[config.mk]
export PLATFORM = sky130hd
export DESIGN_NAME = key_repeat_accelerating_timer_unit_flat
export DESIGN_NICKNAME = d
export VERILOG_FILES = /design/src/hdl/krat_pkg.sv /design/src/hdl/krat_if.sv /design/src/hdl/key_repeat_accelerating_timer_unit.sv /design/src/flat_wrapper.sv
export SDC_FILE = /design/constraint.sdc
export NUM_CORES = 1
export LEC_CHECK = 0
export BUFFER_PORTS_ARGS = -buffer_cell sky130_fd_sc_hd__buf_2
export CAP_MARGIN = 15
export CORE_UTILIZATION = 55
export CTS_CLUSTER_DIAMETER = 120
export CTS_CLUSTER_SIZE = 25
export DETAILED_ROUTE_END_ITERATION = 12
export PLACE_DENSITY_LB_ADDON = 0.25
export SYNTH_ARGS = -nofsm -noshare
export SYNTH_HDL_FRONTEND = slang
export SYNTH_SLANG_ARGS = --single-unit
[constraint.sdc]
create_clock -name clk -period 5.12 [get_ports clk]
set_clock_uncertainty 0.2 [all_clocks]
set_input_delay 1.28 -clock clk [delete_from_list [all_inputs] [get_ports clk]]
set_output_delay 1.28 -clock clk [all_outputs]
set_load 0.005 [all_outputs]
[src/hdl/krat_pkg.sv]
// ----------------------------------------------------------------------------
// krat_pkg
// Shared constants and helpers for the key repeat accelerating timer.
// ----------------------------------------------------------------------------
package krat_pkg;

	// Field and port widths
	localparam int NOW_BITS      = 64;
	localparam int CFG_IDX_BITS  = 3;
	localparam int CFG_DATA_BITS = 32;
	localparam int POLICY_BITS   = 2;

	// Parameter defaults
	localparam int TICK_BITS_DEF  = 64;
	localparam int DELAY_BITS_DEF = 16;

	// Register indexes
	localparam logic [CFG_IDX_BITS-1:0] REG_FIRST_DELAY  = 3'd0;
	localparam logic [CFG_IDX_BITS-1:0] REG_REPEAT_DELAY = 3'd1;
	localparam logic [CFG_IDX_BITS-1:0] REG_ACCEL_STEP   = 3'd2;
	localparam logic [CFG_IDX_BITS-1:0] REG_MIN_DELAY    = 3'd3;
	localparam logic [CFG_IDX_BITS-1:0] REG_UP_DEFAULT   = 3'd4;
	localparam logic [CFG_IDX_BITS-1:0] REG_UP_POLICY    = 3'd5;
	localparam logic [CFG_IDX_BITS-1:0] REG_DOWN_DEFAULT = 3'd6;
	localparam logic [CFG_IDX_BITS-1:0] REG_DOWN_POLICY  = 3'd7;

	// Policy codes; anything else denies
	localparam logic [POLICY_BITS-1:0] POL_DEFAULT = 2'd0;
	localparam logic [POLICY_BITS-1:0] POL_ALLOW   = 2'd1;
	localparam logic [POLICY_BITS-1:0] POL_DENY    = 2'd2;

	typedef logic [POLICY_BITS-1:0] policy_t;

	function automatic logic policy_allows(input policy_t pol, input logic dflt);
		logic allow;
		case (pol)
			POL_DEFAULT: allow = dflt;
			POL_ALLOW:   allow = 1'b1;
			default:     allow = 1'b0;
		endcase
		return allow;
	endfunction

endpackage

[src/hdl/krat_if.sv]
// ----------------------------------------------------------------------------
// krat channel interfaces
// Event, result and register-write channels with valid/ready handshakes.
// ----------------------------------------------------------------------------
interface krat_evt_if import krat_pkg::*; ();
	logic                valid;
	logic                ready;
	logic                key_up;
	logic                key_down;
	logic [NOW_BITS-1:0] now_ticks;

	modport source (output valid, output key_up, output key_down, output now_ticks,
		input ready);
	modport sink (input valid, input key_up, input key_down, input now_ticks,
		output ready);
endinterface

interface krat_res_if;
	logic valid;
	logic ready;
	logic fire;

	modport source (output valid, output fire, input ready);
	modport sink (input valid, input fire, output ready);
endinterface

interface krat_cfg_if import krat_pkg::*; ();
	logic                     valid;
	logic                     ready;
	logic [CFG_IDX_BITS-1:0]  index;
	logic [CFG_DATA_BITS-1:0] data;

	modport source (output valid, output index, output data, input ready);
	modport sink (input valid, input index, input data, output ready);
endinterface

[src/hdl/key_repeat_accelerating_timer_unit.sv]
// ----------------------------------------------------------------------------
// key_repeat_accelerating_timer_unit
// Typematic repeat timer with acceleration for one key.
// ----------------------------------------------------------------------------
// Usage:
//   evt carries one key event per request: release flag, press/hold flag and
//   the current tick time. res returns exactly one request per event, with
//   fire set when the event produces an action. cfg writes the eight timing
//   and policy registers by index; it is always ready and should be used only
//   while no event is in flight.
//   Latency: the result for an event is valid in the cycle after the event is
//   accepted. Throughput: one event per cycle while res takes each result; the
//   state update (one tick add, one compare, one saturating subtract and
//   clamp) completes in the accept cycle, so the next event sees it at once.
//   The result register doubles as the only buffer: when res stalls, evt
//   holds ready low until the waiting result is taken.
//   Reset clears all registers and returns the key to idle (next time zero).
// ----------------------------------------------------------------------------
module key_repeat_accelerating_timer_unit import krat_pkg::*; #(
	parameter int TICK_BITS  = TICK_BITS_DEF,
	parameter int DELAY_BITS = DELAY_BITS_DEF
) (
	input  logic          clk,
	input  logic          arst_n,
	krat_evt_if.sink      evt,
	krat_res_if.source    res,
	krat_cfg_if.sink      cfg
);

	localparam int SUM_BITS = (TICK_BITS > DELAY_BITS) ? TICK_BITS : DELAY_BITS;

	// Configuration registers
	logic [DELAY_BITS-1:0] first_delay_q;
	logic [DELAY_BITS-1:0] repeat_delay_q;
	logic [DELAY_BITS-1:0] accel_step_q;
	logic [DELAY_BITS-1:0] min_delay_q;
	logic                  up_default_q;
	policy_t               up_policy_q;
	logic                  down_default_q;
	policy_t               down_policy_q;

	// Repeat state
	logic [TICK_BITS-1:0]  next_time_q;
	logic [DELAY_BITS-1:0] cur_delay_q;

	// Result register
	logic                  res_valid_q;
	logic                  fire_q;

	logic                  evt_take;
	logic [TICK_BITS-1:0]  now;
	logic                  up_fire;
	logic                  press;
	logic [TICK_BITS-1:0]  base_next;
	logic [DELAY_BITS-1:0] base_delay;
	logic [DELAY_BITS-1:0] add_delay;
	logic [SUM_BITS-1:0]   tick_sum;
	logic [DELAY_BITS-1:0] accel_delay;
	logic [DELAY_BITS-1:0] step_delay;
	logic                  fire_d;
	logic [TICK_BITS-1:0]  next_d;
	logic [DELAY_BITS-1:0] delay_d;

	// Accept a new event whenever the result slot is free or being drained
	assign evt.ready = !res_valid_q || res.ready;
	assign evt_take  = evt.valid && evt.ready;
	assign cfg.ready = 1'b1;

	assign res.valid = res_valid_q;
	assign res.fire  = fire_q;

	assign now = evt.now_ticks[TICK_BITS-1:0];

	always_comb begin
		// Release drops the repeat state before the press is looked at
		up_fire    = evt.key_up && policy_allows(up_policy_q, up_default_q);
		base_next  = evt.key_up ? '0 : next_time_q;
		base_delay = evt.key_up ? '0 : cur_delay_q;
		press      = !up_fire && evt.key_down && policy_allows(down_policy_q, down_default_q);

		// Idle start adds start delay or, for an immediate fire, repeat delay
		if (base_next == '0) begin
			add_delay = (first_delay_q == '0) ? repeat_delay_q : first_delay_q;
		end else begin
			add_delay = base_delay;
		end
		tick_sum = SUM_BITS'(now) + SUM_BITS'(add_delay);

		accel_delay = (base_delay >= accel_step_q) ? (base_delay - accel_step_q) : '0;

		fire_d     = up_fire;
		next_d     = base_next;
		delay_d    = base_delay;
		step_delay = base_delay;
		if (press) begin
			if (base_next == '0) begin
				step_delay = repeat_delay_q;
				next_d     = tick_sum[TICK_BITS-1:0];
				fire_d     = (first_delay_q == '0);
			end else if (now >= base_next) begin
				step_delay = accel_delay;
				next_d     = tick_sum[TICK_BITS-1:0];
				fire_d     = 1'b1;
			end
			// Clamp up to the floor after any allowed press
			delay_d = (step_delay < min_delay_q) ? min_delay_q : step_delay;
		end
	end

	always_ff @(posedge clk or negedge arst_n) begin
		if (!arst_n) begin
			next_time_q <= '0;
			cur_delay_q <= '0;
			res_valid_q <= 1'b0;
			fire_q      <= 1'b0;
		end else begin
			if (evt_take) begin
				next_time_q <= next_d;
				cur_delay_q <= delay_d;
				fire_q      <= fire_d;
			end
			if (evt_take) begin
				res_valid_q <= 1'b1;
			end else if (res.ready) begin
				res_valid_q <= 1'b0;
			end
		end
	end

	// Register writes; each register keeps only its own width
	always_ff @(posedge clk or negedge arst_n) begin
		if (!arst_n) begin
			first_delay_q  <= '0;
			repeat_delay_q <= '0;
			accel_step_q   <= '0;
			min_delay_q    <= '0;
			up_default_q   <= 1'b0;
			up_policy_q    <= POL_DEFAULT;
			down_default_q <= 1'b0;
			down_policy_q  <= POL_DEFAULT;
		end else if (cfg.valid && cfg.ready) begin
			unique case (cfg.index)
				REG_FIRST_DELAY:  first_delay_q  <= cfg.data[DELAY_BITS-1:0];
				REG_REPEAT_DELAY: repeat_delay_q <= cfg.data[DELAY_BITS-1:0];
				REG_ACCEL_STEP:   accel_step_q   <= cfg.data[DELAY_BITS-1:0];
				REG_MIN_DELAY:    min_delay_q    <= cfg.data[DELAY_BITS-1:0];
				REG_UP_DEFAULT:   up_default_q   <= cfg.data[0];
				REG_UP_POLICY:    up_policy_q    <= cfg.data[POLICY_BITS-1:0];
				REG_DOWN_DEFAULT: down_default_q <= cfg.data[0];
				REG_DOWN_POLICY:  down_policy_q  <= cfg.data[POLICY_BITS-1:0];
				default: ;
			endcase
		end
	end

`ifndef SYNTH
	// An allowed release always fires
	a_release_fires: assert property (@(posedge clk) disable iff (!arst_n)
		(evt_take && evt.key_up && policy_allows(up_policy_q, up_default_q))
		|=> (res.valid && res.fire))
		else $error("allowed release did not fire");

	// A denied press without release leaves the repeat state untouched
	a_denied_hold: assert property (@(posedge clk) disable iff (!arst_n)
		(evt_take && !evt.key_up && !policy_allows(down_policy_q, down_default_q))
		|=> ($stable(next_time_q) && $stable(cur_delay_q) && !res.fire))
		else $error("denied press changed state or fired");

	// After an allowed press the delay never sits below the floor
	a_delay_floor: assert property (@(posedge clk) disable iff (!arst_n)
		(evt_take && press) |=> (cur_delay_q >= $past(min_delay_q)))
		else $error("repeat delay below floor after press");

	// A release that fires leaves the key idle
	a_release_idle: assert property (@(posedge clk) disable iff (!arst_n)
		(evt_take && up_fire) |=> (next_time_q == '0 && cur_delay_q == '0))
		else $error("release did not clear repeat state");
`endif

endmodule
[src/flat_wrapper.sv]
// flat-port wrapper written by rule: the top's interface ports become plain ports
module key_repeat_accelerating_timer_unit_flat import krat_pkg::*;
#(
	parameter int TICK_BITS  = TICK_BITS_DEF,
	parameter int DELAY_BITS = DELAY_BITS_DEF
)
  (clk, arst_n, evt_valid, evt_key_up, evt_key_down, evt_now_ticks, evt_ready, res_valid, res_fire, res_ready, cfg_valid, cfg_index, cfg_data, cfg_ready);
  krat_evt_if evt_i ();
  krat_res_if res_i ();
  krat_cfg_if cfg_i ();
  input  logic clk;
  input  logic arst_n;
  input wire logic [$bits(evt_i.valid)-1:0] evt_valid;
  input wire logic [$bits(evt_i.key_up)-1:0] evt_key_up;
  input wire logic [$bits(evt_i.key_down)-1:0] evt_key_down;
  input wire logic [$bits(evt_i.now_ticks)-1:0] evt_now_ticks;
  output wire logic [$bits(evt_i.ready)-1:0] evt_ready;
  output wire logic [$bits(res_i.valid)-1:0] res_valid;
  output wire logic [$bits(res_i.fire)-1:0] res_fire;
  input wire logic [$bits(res_i.ready)-1:0] res_ready;
  input wire logic [$bits(cfg_i.valid)-1:0] cfg_valid;
  input wire logic [$bits(cfg_i.index)-1:0] cfg_index;
  input wire logic [$bits(cfg_i.data)-1:0] cfg_data;
  output wire logic [$bits(cfg_i.ready)-1:0] cfg_ready;
  assign evt_i.valid = evt_valid;
  assign evt_i.key_up = evt_key_up;
  assign evt_i.key_down = evt_key_down;
  assign evt_i.now_ticks = evt_now_ticks;
  assign evt_ready = evt_i.ready;
  assign res_valid = res_i.valid;
  assign res_fire = res_i.fire;
  assign res_i.ready = res_ready;
  assign cfg_i.valid = cfg_valid;
  assign cfg_i.index = cfg_index;
  assign cfg_i.data = cfg_data;
  assign cfg_ready = cfg_i.ready;
  key_repeat_accelerating_timer_unit #(.TICK_BITS(TICK_BITS), .DELAY_BITS(DELAY_BITS)) u_core (.clk(clk), .arst_n(arst_n), .evt(evt_i), .res(res_i), .cfg(cfg_i));
endmodule
==> run_results.csv, run 1 <==
group,metric,value,unit
cells_and_area,stdcell_count,1865,
logic_synthesis,synth_edf_count,0,
grt,grt_pass1_vias,11400,
die,rows,51,
timing,final.period_utilization,1.22,
hold_path,whs_path_depth,1,
cells_and_area,nets,1810,
routing,drt_iter0_drc,1036,
placed_design,placement.cell_area,13700,sq um
critical_path,crit_required,5200,ps
timing,rsz0062_at_grt,"yes",
timing,max_clock_freq,161,MHz
clock_network,cts_sinks,152,
critical_path,cp_common_cell,"buf_4",
routing,wl_per_cell,20.2,um
die,initial_utilization,0.568,
grt,antenna_found_initial,0,
timing,setup_viol,16,
cells_and_area,nFillCells,1337,
cells_and_area,drive_gt1_frac,0.328,
logic_synthesis,syn_area,11200,sq um
timing,tns,-15990,ps
die,fp.dieH,145,um
grt,grt_overflow,0,
routing,drc,0,
timing,hold_viol_final,0,
die,io_pins,110,
critical_path,max_stage_delay,380,ps
critical_path,critical_path_class,"in2reg",
power_and_ir_drop,power.density,337,nW/um^2
clock_network,cts_tree,"yes",
clock_network,clk_latency,440,ps
timing,final-max-slew-violation-count,0,
status,outcome,"complete, but fails checks",
routing,vias_per_cell,6.16,
logic_synthesis,synthCells,1282,
die,coreArea,19700,sq um
grt,grt_usage,0.356,
logic_synthesis,synth_seq_area_share,0.340,
cells_and_area,layout_commonest_cell,"buf_4",
hold_path,hp-class,"reg2reg",
clock_network,cts_max_path_buffers,2,
critical_path,crit_fanout,15,
power_and_ir_drop,peakVddDrop,280,uV
critical_path,cp-start-kind,"primary input",
placed_design,place.gp.congestion,0.958,
critical_path,crit_chain,"buf_16 -> buf_4 -> buf_4 -> nor2b_1 -> ha_1 -> nand4_1 -> nor4_2 -> o31ai_1 -> a31oi_1 -> or2_4 -> buf_4 -> nand3_1 -> a31oi_4 -> ha_1 -> a21oi_1 -> nor2b_1 -> o21ai_1 -> o41ai_2 -> a211oi_2 -> nand3_2 -> o21ai_4 -> buf_12 -> mux2i_2 -> o21ai_1",
timing,period_minus_slack,6230,ps
placed_design,numPortBuffers,92,
routing,vias,11500,
logic_synthesis,yosys_warnings,0,
cells_and_area,final_area,15100,sq um
status,violations,"setup timing",
placed_design,dp_hpwl,25.3,mm
clock_network,numCtsBuffers,17,
routing,wl,37.7,mm
clock_network,clock-root-buffer,"clkbuf_16",
die,die_w,145,um
cells_and_area,layout_common_cells,"buf_4 (213), nand2_1 (189), dfrtp_1 (152)",
logic_synthesis,yosys_most_used_dff,"dfrtp_1",
critical_path,end_kind,"flip-flop",
grt,grt_max_degree,80,
clock_network,cts-htree-levels,4,
logic_synthesis,synth.ff_latch_count,152,
cells_and_area,area_growth,34.6,%
clock_network,hold_buffers,0,
critical_path,crit_slowest_cell,"ha_1",
placed_design,pre_cts_ws,-1300,ps
cells_and_area,diodes,0,
critical_path,reg2reg_depth,23,
timing,worst_slew_pin_slew,1060,ps
routing,dr.pass1.iters,7,
logic_synthesis,synthDistinctLibCells,75,
clock_network,clkSlewWorstSetupHoldPaths,60,ps
die,die_area,20900,sq um
run,maxCapViolCount,0,
placed_design,placed_cells,1810,
grt,grt_pass1_wl,56.7,mm
routing,detail-route-antenna-nets,0,
timing,slew_headroom,0.288,
power_and_ir_drop,leakage,6.92,nW
logic_synthesis,syn_nets,1501,
timing,setup_ws,-1110,ps
logic_synthesis,async_flop_share,1.00,
critical_path,crit_arrival,6310,ps
logic_synthesis,synth.avg_cell_area,8.73,sq um
timing,hold_slack,292,ps
cell type report:
cell class / count / area (sq um) / area share
Timing Repair Buffer: 334 / 2590 / 0.172
Tap cell: 265 / 332 / 0.0220
Inverter: 58 / 234 / 0.0155
Clock inverter: 9 / 81.3 / 0.00540
Sequential cell: 152 / 3800 / 0.253
Timing Repair inverter: 2 / 20.0 / 0.00133
Multi-Input combinational cell: 1026 / 7550 / 0.502
Clock buffer: 19 / 443 / 0.0294
flip-flops by register name (all words and copies together), names as in the netlist, 2 cells and up:
name and flops:
u_core.down_policy_q 2, u_core.min_delay_q 16, u_core.first_delay_q 16, u_core.next_time_q 64, u_core.up_policy_q 2, u_core.accel_step_q 16
u_core.repeat_delay_q 16, u_core.cur_delay_q 16
cell families (layout without fill, tap and decap cells):
kind of cell	Yosys count	count (layout)	synth area share
compound gates	295	296	0.160
xor+xnor	74	74	0.0579
fa+ha+maj	113	113	0.128
buf+inv	105	422	0.0390
flops	152	152	0.340
mux	77	77	0.0751
other cells	1	1	0.000335
simple gates	465	465	0.200
per-layer routing:
metal  part of all wire  global-route usage
met2               0.48               0.616
met1               0.38               0.420
met3              0.073              0.0560
met5                  0                   0
met4              0.060               0.198
critical path, delay by kind of cell:
kind,cells,cell delay (ps)
AND/OR/NAND/NOR,7,1310
multiplexers,1,240
buffers and inverters,5,840
AO/OA/AOI/OAI,9,1930
adder cells (fa/ha/maj),2,660
timing repair:
item                                   in CTS  in global routing
setup endpoints to repair                  16                 49
pin swaps                                  37                 25
endpoints found under the hold margin       0                  0
gates cloned                                7                  0
gates resized for setup                    69                 47
setup buffers                              16                  8
Yosys cell counts (4+ instances only):
cell type	instances	area, sq um
a31oi_1	9	56.3
o31ai_1	6	45.0
clkbuf_1	25	93.8
ha_1	111	1390
a21o_1	18	135
and3_1	10	62.6
or3_1	4	25.0
a32oi_1	5	43.8
mux2i_1	21	210
nor2b_1	28	175
xnor2_1	52	455
nor3_1	24	120
o21bai_1	5	37.5
a211oi_1	8	60.1
buf_2	12	60.1
nor4_1	28	175
and4_1	7	61.3
o21ai_1	69	345
a21oi_1	75	375
nand2b_1	11	68.8
xor2_1	22	193
nor3b_1	10	75.1
buf_1	4	15.0
dfrtp_1	152	3800
nor2_1	64	240
o21a_1	8	60.1
mux2_2	55	619
nand2_1	200	751
nand4_1	31	194
and2_1	6	37.5
o21ai_0	56	280
nand3_1	27	135
inv_1	56	210
where the power goes:
part	total (W)	internal [W]	leakage [nW]	switching (W)
sequential	0.00167	0.00145	1.95	0.000219
combinational	0.00223	0.00108	4.71	0.00115
clock	0.00118	0.000666	0.252	0.000517
total	0.00507	0.00319	6.92	0.00188
worst paths after layout:
| check | from | slack (ps) | to |
|---|---|---|---|
| worst max-delay path | evt_key_up | -1110 | u_core.cur_delay_q[5]$_DFFE_PN0P_ |
| worst min-delay path | u_core.res.fire$_DFFE_PN0P_ | 290 | u_core.res.fire$_DFFE_PN0P_ |
| worst max register to register | u_core.next_time_q[0]$_DFFE_PN0P_ | -260 | u_core.cur_delay_q[5]$_DFFE_PN0P_ |
| worst min register to register | u_core.res.fire$_DFFE_PN0P_ | 290 | u_core.res.fire$_DFFE_PN0P_ |
| max in group asynchronous | arst_n | 3180 | u_core.repeat_delay_q[2]$_DFFE_PN0P_ |
| min in group asynchronous | arst_n | 670 | u_core.next_time_q[22]$_DFFE_PN0P_ |
metrics by stage:
| stage | util | power, W |
|---|---|---|
| after floorplan | - | 0.00272 |
| after global placement | 0.695 | 0.00344 |
| after detailed placement | 0.695 | 0.00351 |
| after CTS | 0.751 | 0.00487 |
| after global routing | 0.764 | 0.00530 |
| final | 0.764 | 0.00507 |
Note: power is estimated with default switching activity, not from simulation.
==> inputs of run 2 (changes only) <==
--- a/config.mk
+++ b/config.mk
@@ -12,6 +12,7 @@
 export CTS_CLUSTER_SIZE = 25
 export DETAILED_ROUTE_END_ITERATION = 12
 export PLACE_DENSITY_LB_ADDON = 0.25
+export REMOVE_ABC_BUFFERS = 1
 export SYNTH_ARGS = -nofsm -noshare
 export SYNTH_HDL_FRONTEND = slang
 export SYNTH_SLANG_ARGS = --single-unit
==> run 2 against run 1 <==
The flow still finishes with violations (setup timing). Via count decreased by 3.3%. Clock power increased by 5%. Setup slack improved by 300 ps. Critical path depth increased by 3. Routed wire length decreased by 5.1%. First-iteration DRC count decreased by 17%. Non-clock buffer count decreased by 20. Clock-buffer cell count unchanged. Final area decreased by 0.68%. Largest power group unchanged.
==> run_results.csv, run 2 (synthesized netlist as in run 1, its figures left out) <==
group,metric,value,unit
routing,wl,35.7,mm
cells_and_area,layout_commonest_cell,"buf_4",
routing,drc,0,
die,die_w,145,um
clock_network,cts_sinks,152,
grt,grt_pass1_vias,11000,
routing,wl_per_cell,19.4,um
timing,final.period_utilization,1.16,
critical_path,crit_arrival,6020,ps
clock_network,cts_tree,"yes",
power_and_ir_drop,p_seq_frac,0.331,
critical_path,end_kind,"flip-flop",
timing,rsz0062_at_grt,"yes",
timing,max_clock_freq,168,MHz
clock_network,cts_max_path_buffers,2,
cells_and_area,area_growth,33.6,%
run,maxCapViolCount,0,
status,violations,"setup timing",
routing,vias_per_cell,6.03,
cells_and_area,diodes,0,
cells_and_area,nets,1787,
timing,worst_slew_pin_slew,1050,ps
placed_design,dp_hpwl,24.7,mm
grt,antenna_found_initial,0,
timing,slew_headroom,0.299,
critical_path,critical_path_class,"in2reg",
clock_network,numCtsBuffers,17,
clock_network,cts-htree-levels,4,
grt,grt_pass1_wl,54.9,mm
power_and_ir_drop,netSwitchingFraction,0.365,
status,outcome,"complete, but fails checks",
grt,grt_usage,0.345,
clock_network,clock-root-buffer,"clkbuf_16",
cells_and_area,nFillCells,1323,
grt,grt_overflow,0,
placed_design,place.gp.congestion,0.959,
hold_path,hp-class,"reg2reg",
clock_network,clk_latency,440,ps
die,fp.dieH,145,um
cells_and_area,largest_register_ffs,64,
critical_path,crit_required,5210,ps
timing,final-max-slew-violation-count,0,
cells_and_area,register_area,3800,sq um
timing,setup_viol,16,
cells_and_area,drive_gt1_frac,0.317,
power_and_ir_drop,leakage,6.90,nW
routing,dr.pass1.iters,6,
power_and_ir_drop,total_power,0.00503,W
timing,hold_viol_final,0,
power_and_ir_drop,p_comb_frac,0.423,
critical_path,cp-start-kind,"primary input",
die,rows,51,
power_and_ir_drop,power.density,336,nW/um^2
placed_design,numPortBuffers,92,
placed_design,pre_cts_ws,-1370,ps
power_and_ir_drop,netSwitchingPower,0.00183,W
die,die_area,20900,sq um
critical_path,crit_fanout,8,
die,initial_utilization,0.568,
routing,detail-route-antenna-nets,0,
timing,setup_ws,-815,ps
clock_network,clkSlewWorstSetupHoldPaths,60,ps
grt,grt_max_degree,91,
power_and_ir_drop,pwr-share-clk,0.246,
routing,drt_iter0_drc,864,
routing,vias,11100,
power_and_ir_drop,internal-power,0.00320,W
cells_and_area,layout_common_cells,"buf_4 (197), nand2_1 (190), dfrtp_1 (152)",
clock_network,hold_buffers,0,
timing,period_minus_slack,5930,ps
cells_and_area,top_register,"u_core.next_time_q",
die,coreArea,19700,sq um
power_and_ir_drop,peakVddDrop,340,uV
cells_and_area,multi_input_area,7580,sq um
die,io_pins,110,
## run 2: final cells by class
class,count,share of cell area
timing repair buffer,314,0.164
multi-input combinational,1025,0.507
tap,265,0.0222
clock inverter,12,0.00862
clock buffer,19,0.0289
sequential,152,0.254
inverter,58,0.0154
## run 2: power by group through the flow
stage | combinational, W | sequential, W | clock [W]
finish | 0.00213 | 0.00167 | 0.00124
global route | 0.00231 | 0.00169 | 0.00130
CTS | 0.00197 | 0.00164 | 0.00124
detailed placement | 0.00179 | 0.00166 | 0
global placement | 0.00174 | 0.00165 | 0
floorplan | 0.00108 | 0.00159 | 0
## run 2: worst paths after layout
path | endpoint | startpoint | depth (start not counted) | slack, ps
setup / recovery | u_core.cur_delay_q[15]$_DFFE_PN0P_ | evt_key_up | 27 | -810
hold / removal | u_core.cur_delay_q[7]$_DFFE_PN0P_ | u_core.cur_delay_q[7]$_DFFE_PN0P_ | 2 | 280
setup reg to reg | u_core.cur_delay_q[15]$_DFFE_PN0P_ | u_core.next_time_q[49]$_DFFE_PN0P_ | 23 | -50
hold reg to reg | u_core.cur_delay_q[7]$_DFFE_PN0P_ | u_core.cur_delay_q[7]$_DFFE_PN0P_ | 2 | 280
max in group asynchronous | u_core.cur_delay_q[5]$_DFFE_PN0P_ | arst_n | 2 | 3150
min in group asynchronous | u_core.next_time_q[26]$_DFFE_PN0P_ | arst_n | 1 | 710
## run 2: worst max-delay path: stages
cell	delay, ps
buf_12	120
inv_12	80
buf_12	100
buf_16	130
nand2_2	50
ha_1	280
nand4_1	170
or3_4	390
nor4_4	160
o31a_1	230
a31oi_4	60
a21oi_4	240
buf_12	170
nor2b_1	50
a31o_2	210
mux2i_1	200
inv_1	120
ha_4	230
a21o_1	170
a21oi_2	210
o21ai_2	110
a211oi_4	350
nand3_4	120
o21ai_4	240
clkbuf_16	210
mux2i_1	220
o21ai_1	90
## run 2: metrics by stage
stage          hold WS, ps  utilization  TNS [ps]  instance area [sq um]  std cells
2_1_floorplan          248            -    -76400                  11000       1235
3_3_place_gp           260        0.680    -19410                  13400       1788
3_5_place_dp           268        0.680    -21650                  13400       1788
4_1_cts                281        0.740    -10070                  14600       1835
5_1_grt                300        0.758    -16330                  15000       1845
6_report               284        0.758    -12040                  15000       1845
## run 2: per-layer routing
| layer | wire length [um] | share of wire | global-route usage | vias up |
|---|---|---|---|---|
| li1 | - | - | - | 5175 |
| met1 | 14200 | 0.40 | 0.415 | 5324 |
| met2 | 17300 | 0.48 | 0.587 | 489 |
| met3 | 2600 | 0.073 | 0.0636 | 130 |
| met4 | 1660 | 0.046 | 0.182 | 0 |
| met5 | 0 | 0 | 0 | - |
## run 2: repair_timing
item	CTS	global route
endpoints found under the setup margin	30	59
pin swaps	26	42
buffers inserted	11	12
gates resized for setup	77	58
gates cloned	5	1
